### config.mk
export PLATFORM = sky130hd
export DESIGN_NAME = omni_wheel_rpm_commander
export DESIGN_NICKNAME = d
export VERILOG_FILES = /design/src/hdl/owrc_pkg.sv /design/src/hdl/owrc_front.sv /design/src/hdl/owrc_back.sv /design/src/hdl/omni_wheel_rpm_commander.sv
export SDC_FILE = /design/constraint.sdc
export NUM_CORES = 2
export LEC_CHECK = 0
export BUFFER_PORTS_ARGS = -buffer_cell sky130_fd_sc_hd__buf_2
export CORE_ASPECT_RATIO = 1.25
export CORE_UTILIZATION = 65
export CTS_CLUSTER_DIAMETER = 50
export DETAILED_ROUTE_END_ITERATION = 10
export PLACE_DENSITY = 0.79
export SYNTH_ARGS = -nofsm -noshare
export SYNTH_HDL_FRONTEND = slang
export SYNTH_SLANG_ARGS = --single-unit
export TNS_END_PERCENT = 10
### constraint.sdc
create_clock -name clk_i -period 8.58 [get_ports clk_i]
set_input_delay 0.858 -clock clk_i [delete_from_list [all_inputs] [get_ports clk_i]]
set_output_delay 0.858 -clock clk_i [all_outputs]
set_load 0.01 [all_outputs]
### src/hdl/owrc_pkg.sv
// ----------------------------------------------------------------------------
// owrc_pkg
// shared types and constants of the omni wheel rpm commander
// ----------------------------------------------------------------------------
`default_nettype none

package owrc_pkg;

  localparam int WHEELS  = 4;
  localparam int WHEEL_W = $clog2(WHEELS);

  localparam int VEL_W    = 20;
  localparam int LIN_W    = VEL_W + 1;
  localparam int ROT_W    = VEL_W + 17;
  localparam int SPEED_W  = 38;
  localparam int HALF_W   = SPEED_W / 2;
  localparam int EPM_W    = 20;
  localparam int PART_W   = HALF_W + EPM_W;
  localparam int PROD_W   = SPEED_W + EPM_W;
  localparam int FRAC_W   = 28;
  localparam int QUOT_W   = PROD_W - FRAC_W;
  localparam int TARGET_W = EPM_W + 1;
  localparam int CNT_W    = 16;

  localparam int ID_W     = 29;
  localparam int DATA_W   = 32;
  localparam int S_TDATA_W = 64;
  localparam int M_TDATA_W = 64;

  localparam int CFG_IDX_W  = 3;
  localparam int CFG_DATA_W = 32;

  localparam logic [1:0] CMD_SET_RPM = 2'd3;
  localparam logic [CNT_W-1:0] CNT_MAX = '1;

  typedef enum logic [CFG_IDX_W-1:0] {
    REG_WHEEL_RADIUS = 3'd0,
    REG_ERPM_PER_MPS = 3'd1,
    REG_MAX_ERPM     = 3'd2,
    REG_SEND_PERIOD  = 3'd3,
    REG_WDOG_PERIOD  = 3'd4,
    REG_TIMEOUT      = 3'd5,
    REG_WHEEL_IDS    = 3'd6
  } cfg_reg_e;

  typedef enum logic {
    ACT_COMMAND = 1'b0,
    ACT_TICK    = 1'b1
  } action_e;

  typedef enum logic [3:0] {
    B_IDLE,
    B_ROT,
    B_LIN,
    B_MLO,
    B_MHI,
    B_ERPM,
    B_SEND,
    B_WDOG
  } back_state_e;

  typedef struct packed {
    logic [15:0] wheel_radius;
    logic [19:0] erpm_per_mps;
    logic [19:0] erpm_limit;
    logic [15:0] send_period;
    logic [15:0] wdog_period;
    logic [15:0] timeout;
    logic [31:0] wheel_ids;
  } cfg_t;

  typedef struct packed {
    action_e                   action;
    logic signed [LIN_W-1:0]   sum_xy;
    logic signed [LIN_W-1:0]   dif_xy;
    logic signed [VEL_W-1:0]   yaw;
  } entry_t;

  typedef struct packed {
    logic   valid;
    entry_t entry;
  } queue_out_t;

endpackage

`default_nettype wire

### src/hdl/owrc_front.sv
// ----------------------------------------------------------------------------
// owrc_front
// accepts input transactions, classifies them and queues them for execution
// ----------------------------------------------------------------------------
`default_nettype none

module owrc_front (
  input  wire logic                             clk_i,
  input  wire logic                             rst_ni,
  input  wire logic                             s_axis_tvalid,
  output logic                                  s_axis_tready,
  input  wire logic [owrc_pkg::S_TDATA_W-1:0]   s_axis_tdata,
  input  wire logic                             s_axis_tuser,
  output owrc_pkg::queue_out_t                  queue_o,
  input  wire logic                             pop_i
);

  localparam int DEPTH = 2;

  owrc_pkg::entry_t mem_q [DEPTH];
  logic             wr_ptr_q, wr_ptr_d;
  logic             rd_ptr_q, rd_ptr_d;
  logic [1:0]       count_q, count_d;
  logic             push;
  logic             do_pop;
  owrc_pkg::entry_t entry_in;

  logic signed [owrc_pkg::VEL_W-1:0] vx, vy;

  assign vx = s_axis_tdata[19:0];
  assign vy = s_axis_tdata[39:20];

  always_comb begin
    entry_in.action = owrc_pkg::action_e'(s_axis_tuser);
    entry_in.sum_xy = owrc_pkg::LIN_W'(vx) + owrc_pkg::LIN_W'(vy);
    entry_in.dif_xy = owrc_pkg::LIN_W'(vx) - owrc_pkg::LIN_W'(vy);
    entry_in.yaw    = s_axis_tdata[59:40];
  end

  assign s_axis_tready = (count_q != 2'(DEPTH));
  assign push          = s_axis_tvalid && s_axis_tready;
  assign do_pop        = pop_i && (count_q != 2'd0);

  always_comb begin
    wr_ptr_d = push ? ~wr_ptr_q : wr_ptr_q;
    rd_ptr_d = do_pop ? ~rd_ptr_q : rd_ptr_q;
    count_d  = count_q + 2'(push) - 2'(do_pop);
  end

  always_ff @(posedge clk_i or negedge rst_ni) begin
    if (!rst_ni) begin
      wr_ptr_q <= 1'b0;
      rd_ptr_q <= 1'b0;
      count_q  <= 2'd0;
    end else begin
      wr_ptr_q <= wr_ptr_d;
      rd_ptr_q <= rd_ptr_d;
      count_q  <= count_d;
    end
  end

  always_ff @(posedge clk_i) begin
    if (push) begin
      mem_q[wr_ptr_q] <= entry_in;
    end
  end

  assign queue_o.valid = (count_q != 2'd0);
  assign queue_o.entry = mem_q[rd_ptr_q];

endmodule

`default_nettype wire

### src/hdl/owrc_back.sv
// ----------------------------------------------------------------------------
// owrc_back
// executes queued commands and ticks: wheel targets, counters, frame bursts
// ----------------------------------------------------------------------------
`default_nettype none

module owrc_back (
  input  wire logic                             clk_i,
  input  wire logic                             rst_ni,
  input  wire owrc_pkg::cfg_t                   cfg_i,
  input  wire owrc_pkg::queue_out_t             queue_i,
  output logic                                  pop_o,
  output logic                                  m_axis_tvalid,
  input  wire logic                             m_axis_tready,
  output logic [owrc_pkg::M_TDATA_W-1:0]        m_axis_tdata,
  output logic [owrc_pkg::WHEEL_W-1:0]          m_axis_tuser,
  output logic                                  m_axis_tlast
);

  localparam int SW = owrc_pkg::SPEED_W;
  localparam int HW = owrc_pkg::HALF_W;
  localparam int TW = owrc_pkg::TARGET_W;
  localparam int CW = owrc_pkg::CNT_W;
  localparam int WW = owrc_pkg::WHEEL_W;

  owrc_pkg::back_state_e state_q, state_d;

  logic signed [TW-1:0]  targets_q [owrc_pkg::WHEELS];
  logic                  tgt_we;
  logic signed [TW-1:0]  tgt_wdata;
  logic                  tgt_clear;

  logic [CW-1:0] age_q, age_d;
  logic [CW-1:0] send_ph_q, send_ph_d;
  logic [CW-1:0] wdog_ph_q, wdog_ph_d;
  logic [WW-1:0] wheel_q, wheel_d;
  logic          zero_q, zero_d;

  owrc_pkg::entry_t entry_q;
  logic             entry_we;

  logic signed [owrc_pkg::ROT_W-1:0]  rot_q, rot_d;
  logic [SW-1:0]                      mag_q, mag_d;
  logic                               neg_q, neg_d;
  logic [owrc_pkg::PART_W-1:0]        plo_q, plo_d, phi_q, phi_d;

  logic                    out_valid_q, out_valid_d;
  logic                    out_load;
  logic [owrc_pkg::ID_W-1:0]   out_id_q;
  logic [owrc_pkg::DATA_W-1:0] out_data_q;
  logic [WW-1:0]           out_idx_q;
  logic                    out_last_q;

  // tick arithmetic
  logic [CW-1:0] age_inc, send_nx, wdog_nx;
  logic          send_fire, wdog_fire;

  // per wheel arithmetic
  logic signed [owrc_pkg::LIN_W-1:0] lin_sel;
  logic signed [SW-1:0]              lin_ext, rot_ext, speed;
  logic                              rot_sub;
  logic [owrc_pkg::PROD_W-1:0]       prod;
  logic [owrc_pkg::QUOT_W-1:0]       quot;
  logic [owrc_pkg::EPM_W-1:0]        clamped;
  logic signed [TW-1:0]              erpm;

  logic [7:0]  frame_wid;
  logic [owrc_pkg::ID_W-1:0] frame_id;

  assign age_inc   = (age_q == owrc_pkg::CNT_MAX) ? age_q : age_q + 1'b1;
  assign send_nx   = send_ph_q + 1'b1;
  assign wdog_nx   = wdog_ph_q + 1'b1;
  assign send_fire = (send_nx >= cfg_i.send_period) || (send_nx == '0);
  assign wdog_fire = (wdog_nx >= cfg_i.wdog_period) || (wdog_nx == '0);

  // front left and rear right wheels (0 and 3) use vx - vy, the other two vx + vy
  assign lin_sel = (wheel_q == 2'd0 || wheel_q == 2'd3) ? entry_q.dif_xy : entry_q.sum_xy;
  assign rot_sub = !wheel_q[0];
  assign lin_ext = SW'($signed({lin_sel, 16'b0}));
  assign rot_ext = SW'(rot_q);
  assign speed   = rot_sub ? lin_ext - rot_ext : lin_ext + rot_ext;

  assign prod    = {phi_q, HW'(0)} + owrc_pkg::PROD_W'(plo_q);
  assign quot    = prod[owrc_pkg::PROD_W-1:owrc_pkg::FRAC_W];
  assign clamped = (quot > owrc_pkg::QUOT_W'(cfg_i.erpm_limit)) ? cfg_i.erpm_limit
                                                                 : quot[owrc_pkg::EPM_W-1:0];
  assign erpm    = neg_q ? -$signed({1'b0, clamped}) : $signed({1'b0, clamped});

  assign frame_wid = cfg_i.wheel_ids[8*wheel_q +: 8];
  assign frame_id  = {19'd0, owrc_pkg::CMD_SET_RPM, frame_wid};

  always_comb begin
    state_d     = state_q;
    age_d       = age_q;
    send_ph_d   = send_ph_q;
    wdog_ph_d   = wdog_ph_q;
    wheel_d     = wheel_q;
    zero_d      = zero_q;
    rot_d       = rot_q;
    mag_d       = mag_q;
    neg_d       = neg_q;
    plo_d       = plo_q;
    phi_d       = phi_q;
    pop_o       = 1'b0;
    entry_we    = 1'b0;
    tgt_we      = 1'b0;
    tgt_wdata   = erpm;
    tgt_clear   = 1'b0;
    out_load    = 1'b0;
    out_valid_d = out_valid_q && !m_axis_tready;

    unique case (state_q)
      owrc_pkg::B_IDLE: begin
        if (queue_i.valid) begin
          pop_o    = 1'b1;
          entry_we = 1'b1;
          wheel_d  = '0;
          if (queue_i.entry.action == owrc_pkg::ACT_COMMAND) begin
            age_d   = '0;
            state_d = owrc_pkg::B_ROT;
          end else begin
            age_d     = age_inc;
            send_ph_d = send_fire ? '0 : send_nx;
            wdog_ph_d = wdog_fire ? '0 : wdog_nx;
            zero_d    = wdog_fire && (age_inc > cfg_i.timeout);
            state_d   = send_fire ? owrc_pkg::B_SEND : owrc_pkg::B_WDOG;
          end
        end
      end
      owrc_pkg::B_ROT: begin
        rot_d   = entry_q.yaw * $signed({1'b0, cfg_i.wheel_radius});
        state_d = owrc_pkg::B_LIN;
      end
      owrc_pkg::B_LIN: begin
        neg_d   = speed[SW-1];
        mag_d   = speed[SW-1] ? SW'(-speed) : SW'(speed);
        state_d = owrc_pkg::B_MLO;
      end
      owrc_pkg::B_MLO: begin
        plo_d   = mag_q[HW-1:0] * cfg_i.erpm_per_mps;
        state_d = owrc_pkg::B_MHI;
      end
      owrc_pkg::B_MHI: begin
        phi_d   = mag_q[SW-1:HW] * cfg_i.erpm_per_mps;
        state_d = owrc_pkg::B_ERPM;
      end
      owrc_pkg::B_ERPM: begin
        tgt_we  = 1'b1;
        wheel_d = wheel_q + 1'b1;
        state_d = (wheel_q == WW'(owrc_pkg::WHEELS - 1)) ? owrc_pkg::B_IDLE
                                                         : owrc_pkg::B_LIN;
      end
      owrc_pkg::B_SEND: begin
        if (!out_valid_q || m_axis_tready) begin
          out_load    = 1'b1;
          out_valid_d = 1'b1;
          wheel_d     = wheel_q + 1'b1;
          if (wheel_q == WW'(owrc_pkg::WHEELS - 1)) begin
            state_d = owrc_pkg::B_WDOG;
          end
        end
      end
      owrc_pkg::B_WDOG: begin
        tgt_clear = zero_q;
        state_d   = owrc_pkg::B_IDLE;
      end
      default: begin
        state_d = owrc_pkg::B_IDLE;
      end
    endcase
  end

  always_ff @(posedge clk_i or negedge rst_ni) begin
    if (!rst_ni) begin
      state_q     <= owrc_pkg::B_IDLE;
      age_q       <= owrc_pkg::CNT_MAX;
      send_ph_q   <= '0;
      wdog_ph_q   <= '0;
      wheel_q     <= '0;
      zero_q      <= 1'b0;
      out_valid_q <= 1'b0;
      for (int i = 0; i < owrc_pkg::WHEELS; i++) begin
        targets_q[i] <= '0;
      end
    end else begin
      state_q     <= state_d;
      age_q       <= age_d;
      send_ph_q   <= send_ph_d;
      wdog_ph_q   <= wdog_ph_d;
      wheel_q     <= wheel_d;
      zero_q      <= zero_d;
      out_valid_q <= out_valid_d;
      if (tgt_clear) begin
        for (int i = 0; i < owrc_pkg::WHEELS; i++) begin
          targets_q[i] <= '0;
        end
      end else if (tgt_we) begin
        targets_q[wheel_q] <= tgt_wdata;
      end
    end
  end

  always_ff @(posedge clk_i) begin
    if (entry_we) begin
      entry_q <= queue_i.entry;
    end
    rot_q <= rot_d;
    mag_q <= mag_d;
    neg_q <= neg_d;
    plo_q <= plo_d;
    phi_q <= phi_d;
    if (out_load) begin
      out_id_q   <= frame_id;
      out_data_q <= owrc_pkg::DATA_W'(targets_q[wheel_q]);
      out_idx_q  <= wheel_q;
      out_last_q <= (wheel_q == WW'(owrc_pkg::WHEELS - 1));
    end
  end

  assign m_axis_tvalid = out_valid_q;
  assign m_axis_tdata  = {3'b000, out_data_q, out_id_q};
  assign m_axis_tuser  = out_idx_q;
  assign m_axis_tlast  = out_last_q;

endmodule

`default_nettype wire

### src/hdl/omni_wheel_rpm_commander.sv
// ----------------------------------------------------------------------------
// omni_wheel_rpm_commander
// four wheel omni inverse kinematics with periodic rpm frames and a watchdog
// ----------------------------------------------------------------------------
// usage
// s_axis carries velocity commands (tuser 0) and one millisecond ticks
// (tuser 1); tdata holds vx, vy, wz in signed q8.12 from the lowest bit up.
// in the back end a command is taken from the queue, wz*radius is formed,
// then each wheel in turn gets its signed sum and magnitude, the two
// partial products of the erpm scaling, then clamp and store.
// a tick goes through the watchdog step, after the send step if it sends.
// a send tick gives four frames on m_axis, one per cycle while tready is
// high, fl first and tlast on rr. a two entry queue sits between input and
// execution, so input is taken while frames wait; input stalls only when
// the queue is full. a stalled receiver holds the current frame in the
// output register and pauses the burst.
// reset clears targets to zero, phases to zero, command age to saturated,
// and loads the default configuration. cfg writes go to the register file
// at once; the user must make them only while idle, the block does not check.
// ----------------------------------------------------------------------------
`default_nettype none

module omni_wheel_rpm_commander (
  input  wire logic                              clk_i,
  input  wire logic                              rst_ni,
  input  wire logic                              cfg_we_i,
  input  wire logic [owrc_pkg::CFG_IDX_W-1:0]    cfg_idx_i,
  input  wire logic [owrc_pkg::CFG_DATA_W-1:0]   cfg_data_i,
  input  wire logic                              s_axis_tvalid,
  output logic                                   s_axis_tready,
  // velocity_x[19:0], velocity_y[39:20], yaw_rate[59:40], zero pad
  input  wire logic [owrc_pkg::S_TDATA_W-1:0]    s_axis_tdata,
  // action
  input  wire logic                              s_axis_tuser,
  output logic                                   m_axis_tvalid,
  input  wire logic                              m_axis_tready,
  // frame_id[28:0], frame_data[60:29], zero pad
  output logic [owrc_pkg::M_TDATA_W-1:0]         m_axis_tdata,
  // wheel_index
  output logic [owrc_pkg::WHEEL_W-1:0]           m_axis_tuser,
  output logic                                   m_axis_tlast
);

  owrc_pkg::cfg_t       cfg_q;
  owrc_pkg::queue_out_t queue;
  logic                 pop;

  always_ff @(posedge clk_i or negedge rst_ni) begin
    if (!rst_ni) begin
      cfg_q.wheel_radius <= 16'd9830;
      cfg_q.erpm_per_mps <= 20'd20000;
      cfg_q.erpm_limit   <= 20'd30000;
      cfg_q.send_period  <= 16'd30;
      cfg_q.wdog_period  <= 16'd100;
      cfg_q.timeout      <= 16'd200;
      cfg_q.wheel_ids    <= 32'h0403_0201;
    end else if (cfg_we_i) begin
      case (cfg_idx_i)
        owrc_pkg::REG_WHEEL_RADIUS: cfg_q.wheel_radius <= cfg_data_i[15:0];
        owrc_pkg::REG_ERPM_PER_MPS: cfg_q.erpm_per_mps <= cfg_data_i[19:0];
        owrc_pkg::REG_MAX_ERPM:     cfg_q.erpm_limit   <= cfg_data_i[19:0];
        owrc_pkg::REG_SEND_PERIOD:  cfg_q.send_period  <= cfg_data_i[15:0];
        owrc_pkg::REG_WDOG_PERIOD:  cfg_q.wdog_period  <= cfg_data_i[15:0];
        owrc_pkg::REG_TIMEOUT:      cfg_q.timeout      <= cfg_data_i[15:0];
        owrc_pkg::REG_WHEEL_IDS:    cfg_q.wheel_ids    <= cfg_data_i;
        default: ;
      endcase
    end
  end

  owrc_front u_front (
    .clk_i         (clk_i),
    .rst_ni        (rst_ni),
    .s_axis_tvalid (s_axis_tvalid),
    .s_axis_tready (s_axis_tready),
    .s_axis_tdata  (s_axis_tdata),
    .s_axis_tuser  (s_axis_tuser),
    .queue_o       (queue),
    .pop_i         (pop)
  );

  owrc_back u_back (
    .clk_i         (clk_i),
    .rst_ni        (rst_ni),
    .cfg_i         (cfg_q),
    .queue_i       (queue),
    .pop_o         (pop),
    .m_axis_tvalid (m_axis_tvalid),
    .m_axis_tready (m_axis_tready),
    .m_axis_tdata  (m_axis_tdata),
    .m_axis_tuser  (m_axis_tuser),
    .m_axis_tlast  (m_axis_tlast)
  );

endmodule

`default_nettype wire

==> flow_summary.yaml <==
sta:
  drv_slew: 0
  tightestPinTransition_ns: 1.15
  rsz0062_at_grt: "false"
  fin_skew_ns: 0.0731
  fin_crit_sh: 0.943
  final-setup-viol-count: 0
  fin_crit_ns: 8.09
  hold_viol_final: 0
  slew_headroom: 0.230
  setup_tns_ns: 0
  max_freq_ghz: 0.124
yosys:
  yosys.area.top_type_share: 0.269
  syn-cell-area_sq_um: 69500
  netlist_top_cells_count: "inv_1, nand2_1, fa_1"
  postSynth.asyncResetShare: 0.442
  netlist_top_cells_area: "fa_1, edfxtp_1, ha_1"
  ys_warn_count: 0
  synth.most_common_cell: "inv_1"
  seq_area_frac_synth: 0.253
  synthFlopType: "edfxtp_1"
  synth_seq_cells: 631
  synth_top_cell_by_area: "fa_1"
  synth.avg_cell_area_sq_um: 9.78
  syn_inst: 7110
  synth_edf_count: 352
  yosysUniqueCellTypes: 96
drt:
  drc: 0
  via_count: 50100
  drt_iter0_drc: 3657
  wl_per_cell_um: 19.7
  avgViaCountPerCell: 5.87
  drtPass1Iterations: 6
  final_antenna_net_count: 0
  drt-total-wl_um: 168000
critical_path:
  worstPathRequired_ns: 9.20
  cp_max_fo: 10
  crit_path_start_kind: "flip-flop"
  r2r-start: "u_back.phi_q[12]"
  crit_start: "u_back.phi_q[12]"
  critical_path_class: "reg -> reg"
  end_kind: "flip-flop"
  cp.arrival_ns: 8.72
clock_tree:
  numCtsBuffers: 74
  cts_root_buffer: "clkbuf_16"
  post_cts_buffers: 0
  ctsResizeCount: 0
  htreeDepth: 3
  clk_latency_ns: 0.69
  clockBufferDepth: 3
  hold_buffers: 0
  cts_tree: "built"
  cts.sink_count: 631
  clkTransAtPathRegs_ns: 0.06
min_path:
  hp-class: "in -> async"
global_routing:
  overflow: 0
  grt_pass1_vias: 52800
  grt_pass1_wl_um: 274000
  gr-usage-all-layers: 0.323
  antenna_found_initial: 5
  grt_max_degree: 161
floorplanning:
  ioPinCount: 174
  initial_utilization: 0.658
  die-area_sq_um: 108000
  num_rows: 133
  core-area_sq_um: 106000
  die_w_um: 295
  fp.dieH_um: 368
final_layout:
  nFillCells: 7832
  syn_to_final_growth_pct: 6.13
  drive_above_1_share: 0.0939
  final_nets: 8613
place:
  gp_congestion: 0.930
  portBuffers: 145
  hpwl_um: 126000
run:
  maxCapViolations: 0
outcome:
  status: "finished, final reports clean"
==> cell usage in the layout (no fill, tap or decap), types with 178 or more instances in the layout <==
cell type and n:
mux2_2 187, edfxtp_1 352, nand2_1 949, dfrtp_1 227, a21oi_1 178, fa_1 933, inv_1 1295, and2_1 386
xnor2_1 180, o21ai_0 247, ha_1 519
==> per-stage QoR <==
stage | util | cell area (sq um) | hold WS, ns | worst slack [ns] | std cells
2_1_floorplan | - | 69600 | 0.461 | 1.86 | 7132
3_3_place_gp | 0.674 | 71200 | 0.476 | 0.881 | 8397
3_5_place_dp | 0.674 | 71200 | 0.486 | 0.691 | 8397
4_1_cts | 0.698 | 73800 | 0.262 | 0.624 | 8532
5_1_grt | 0.698 | 73800 | 0.288 | 0.118 | 8532
6_report | 0.698 | 73800 | 0.210 | 0.488 | 8534
==> metal layers <==
| metal | up-vias | share of wire | wire [um] | GRT usage |
|---|---|---|---|---|
| li1 | 22500 | - | - | - |
| met1 | 25200 | 0.37 | 61500 | 0.383 |
| met2 | 1815 | 0.50 | 84300 | 0.552 |
| met3 | 572 | 0.058 | 9820 | 0.0425 |
| met4 | 2 | 0.074 | 12500 | 0.210 |
| met5 | - | 0.00010 | 17 | 0 |
==> cell families (layout without fill, tap and decap cells) <==
logic type                 Yosys count  count (layout)  share of synthesized area
adders and majority gates         1452            1452                      0.362
buffers and inverters             1673            1656                     0.0926
and+or+nand+nor                   2058            2058                      0.143
AOI/OAI and AO/OA                  802             802                     0.0743
DFF                                631             631                      0.253
xor gates and xnor gates           262             262                     0.0330
other                                2              26                   0.000108
muxes                              230             230                     0.0417
==> cell type report <==
cell class | count | area, sq um | area share
diodes | 2 | 5.00 | 0.0000678
clock inverters | 45 | 567 | 0.00768
flip-flops and latches | 631 | 17600 | 0.239
clock buffers | 90 | 1980 | 0.0269
inverters | 1296 | 4860 | 0.0659
well taps | 1417 | 1770 | 0.0240
repair buffers | 225 | 1360 | 0.0184
multi-input cells | 4828 | 45600 | 0.618
==> flip-flops by register name (all words and copies together), names as in the netlist, 21 cells and up <==
signal and flops:
u_back.phi_q 39, u_back.mag_q 38, u_back.targets_q 84, u_front.mem_q 124, cfg_q 136, u_back.rot_q 37, u_back.entry_q 61, u_back.out_data_q 21
==> final timing paths <==
kind | to | slack (ns) | cells after the start
setup / recovery | u_back.targets_q[16] | 0.49 | 24
hold / removal | u_back.wdog_ph_q[4] | 0.21 | 1
setup reg to reg | u_back.targets_q[16] | 0.49 | 24
hold reg to reg | u_back.targets_q[66] | 0.50 | 2
max in group asynchronous | cfg_q[112] | 6.84 | 2
min in group clk_i | u_front.mem_q[1][13] | 0.35 | 1
==> worst max-delay path, stage by stage (launching register included) <==
cell and delay (ns):
edfxtp_1 0.39, ha_1 0.42, a21o_1 0.22, a221o_1 0.37, and2_1 0.19, o21a_4 0.22
o31a_1 0.36, nor2_1 0.31, ha_1 0.33, a21oi_1 0.15, o21ai_0 0.12, or3_1 0.41
a221oi_1 0.38, o21ai_0 0.22, a21oi_2 0.41, nand2_2 0.22, a21oi_1 0.39, ha_1 0.28
o21ai_0 0.15, or3_1 0.41, nor4bb_1 0.72, or4b_1 0.52, a211oi_2 0.51, nand4_1 0.17
nand3_1 0.15
Power is left out: the tool's default activity adds up to more than one toggle a clock period on the data nets, which glitch-free logic cannot reach.
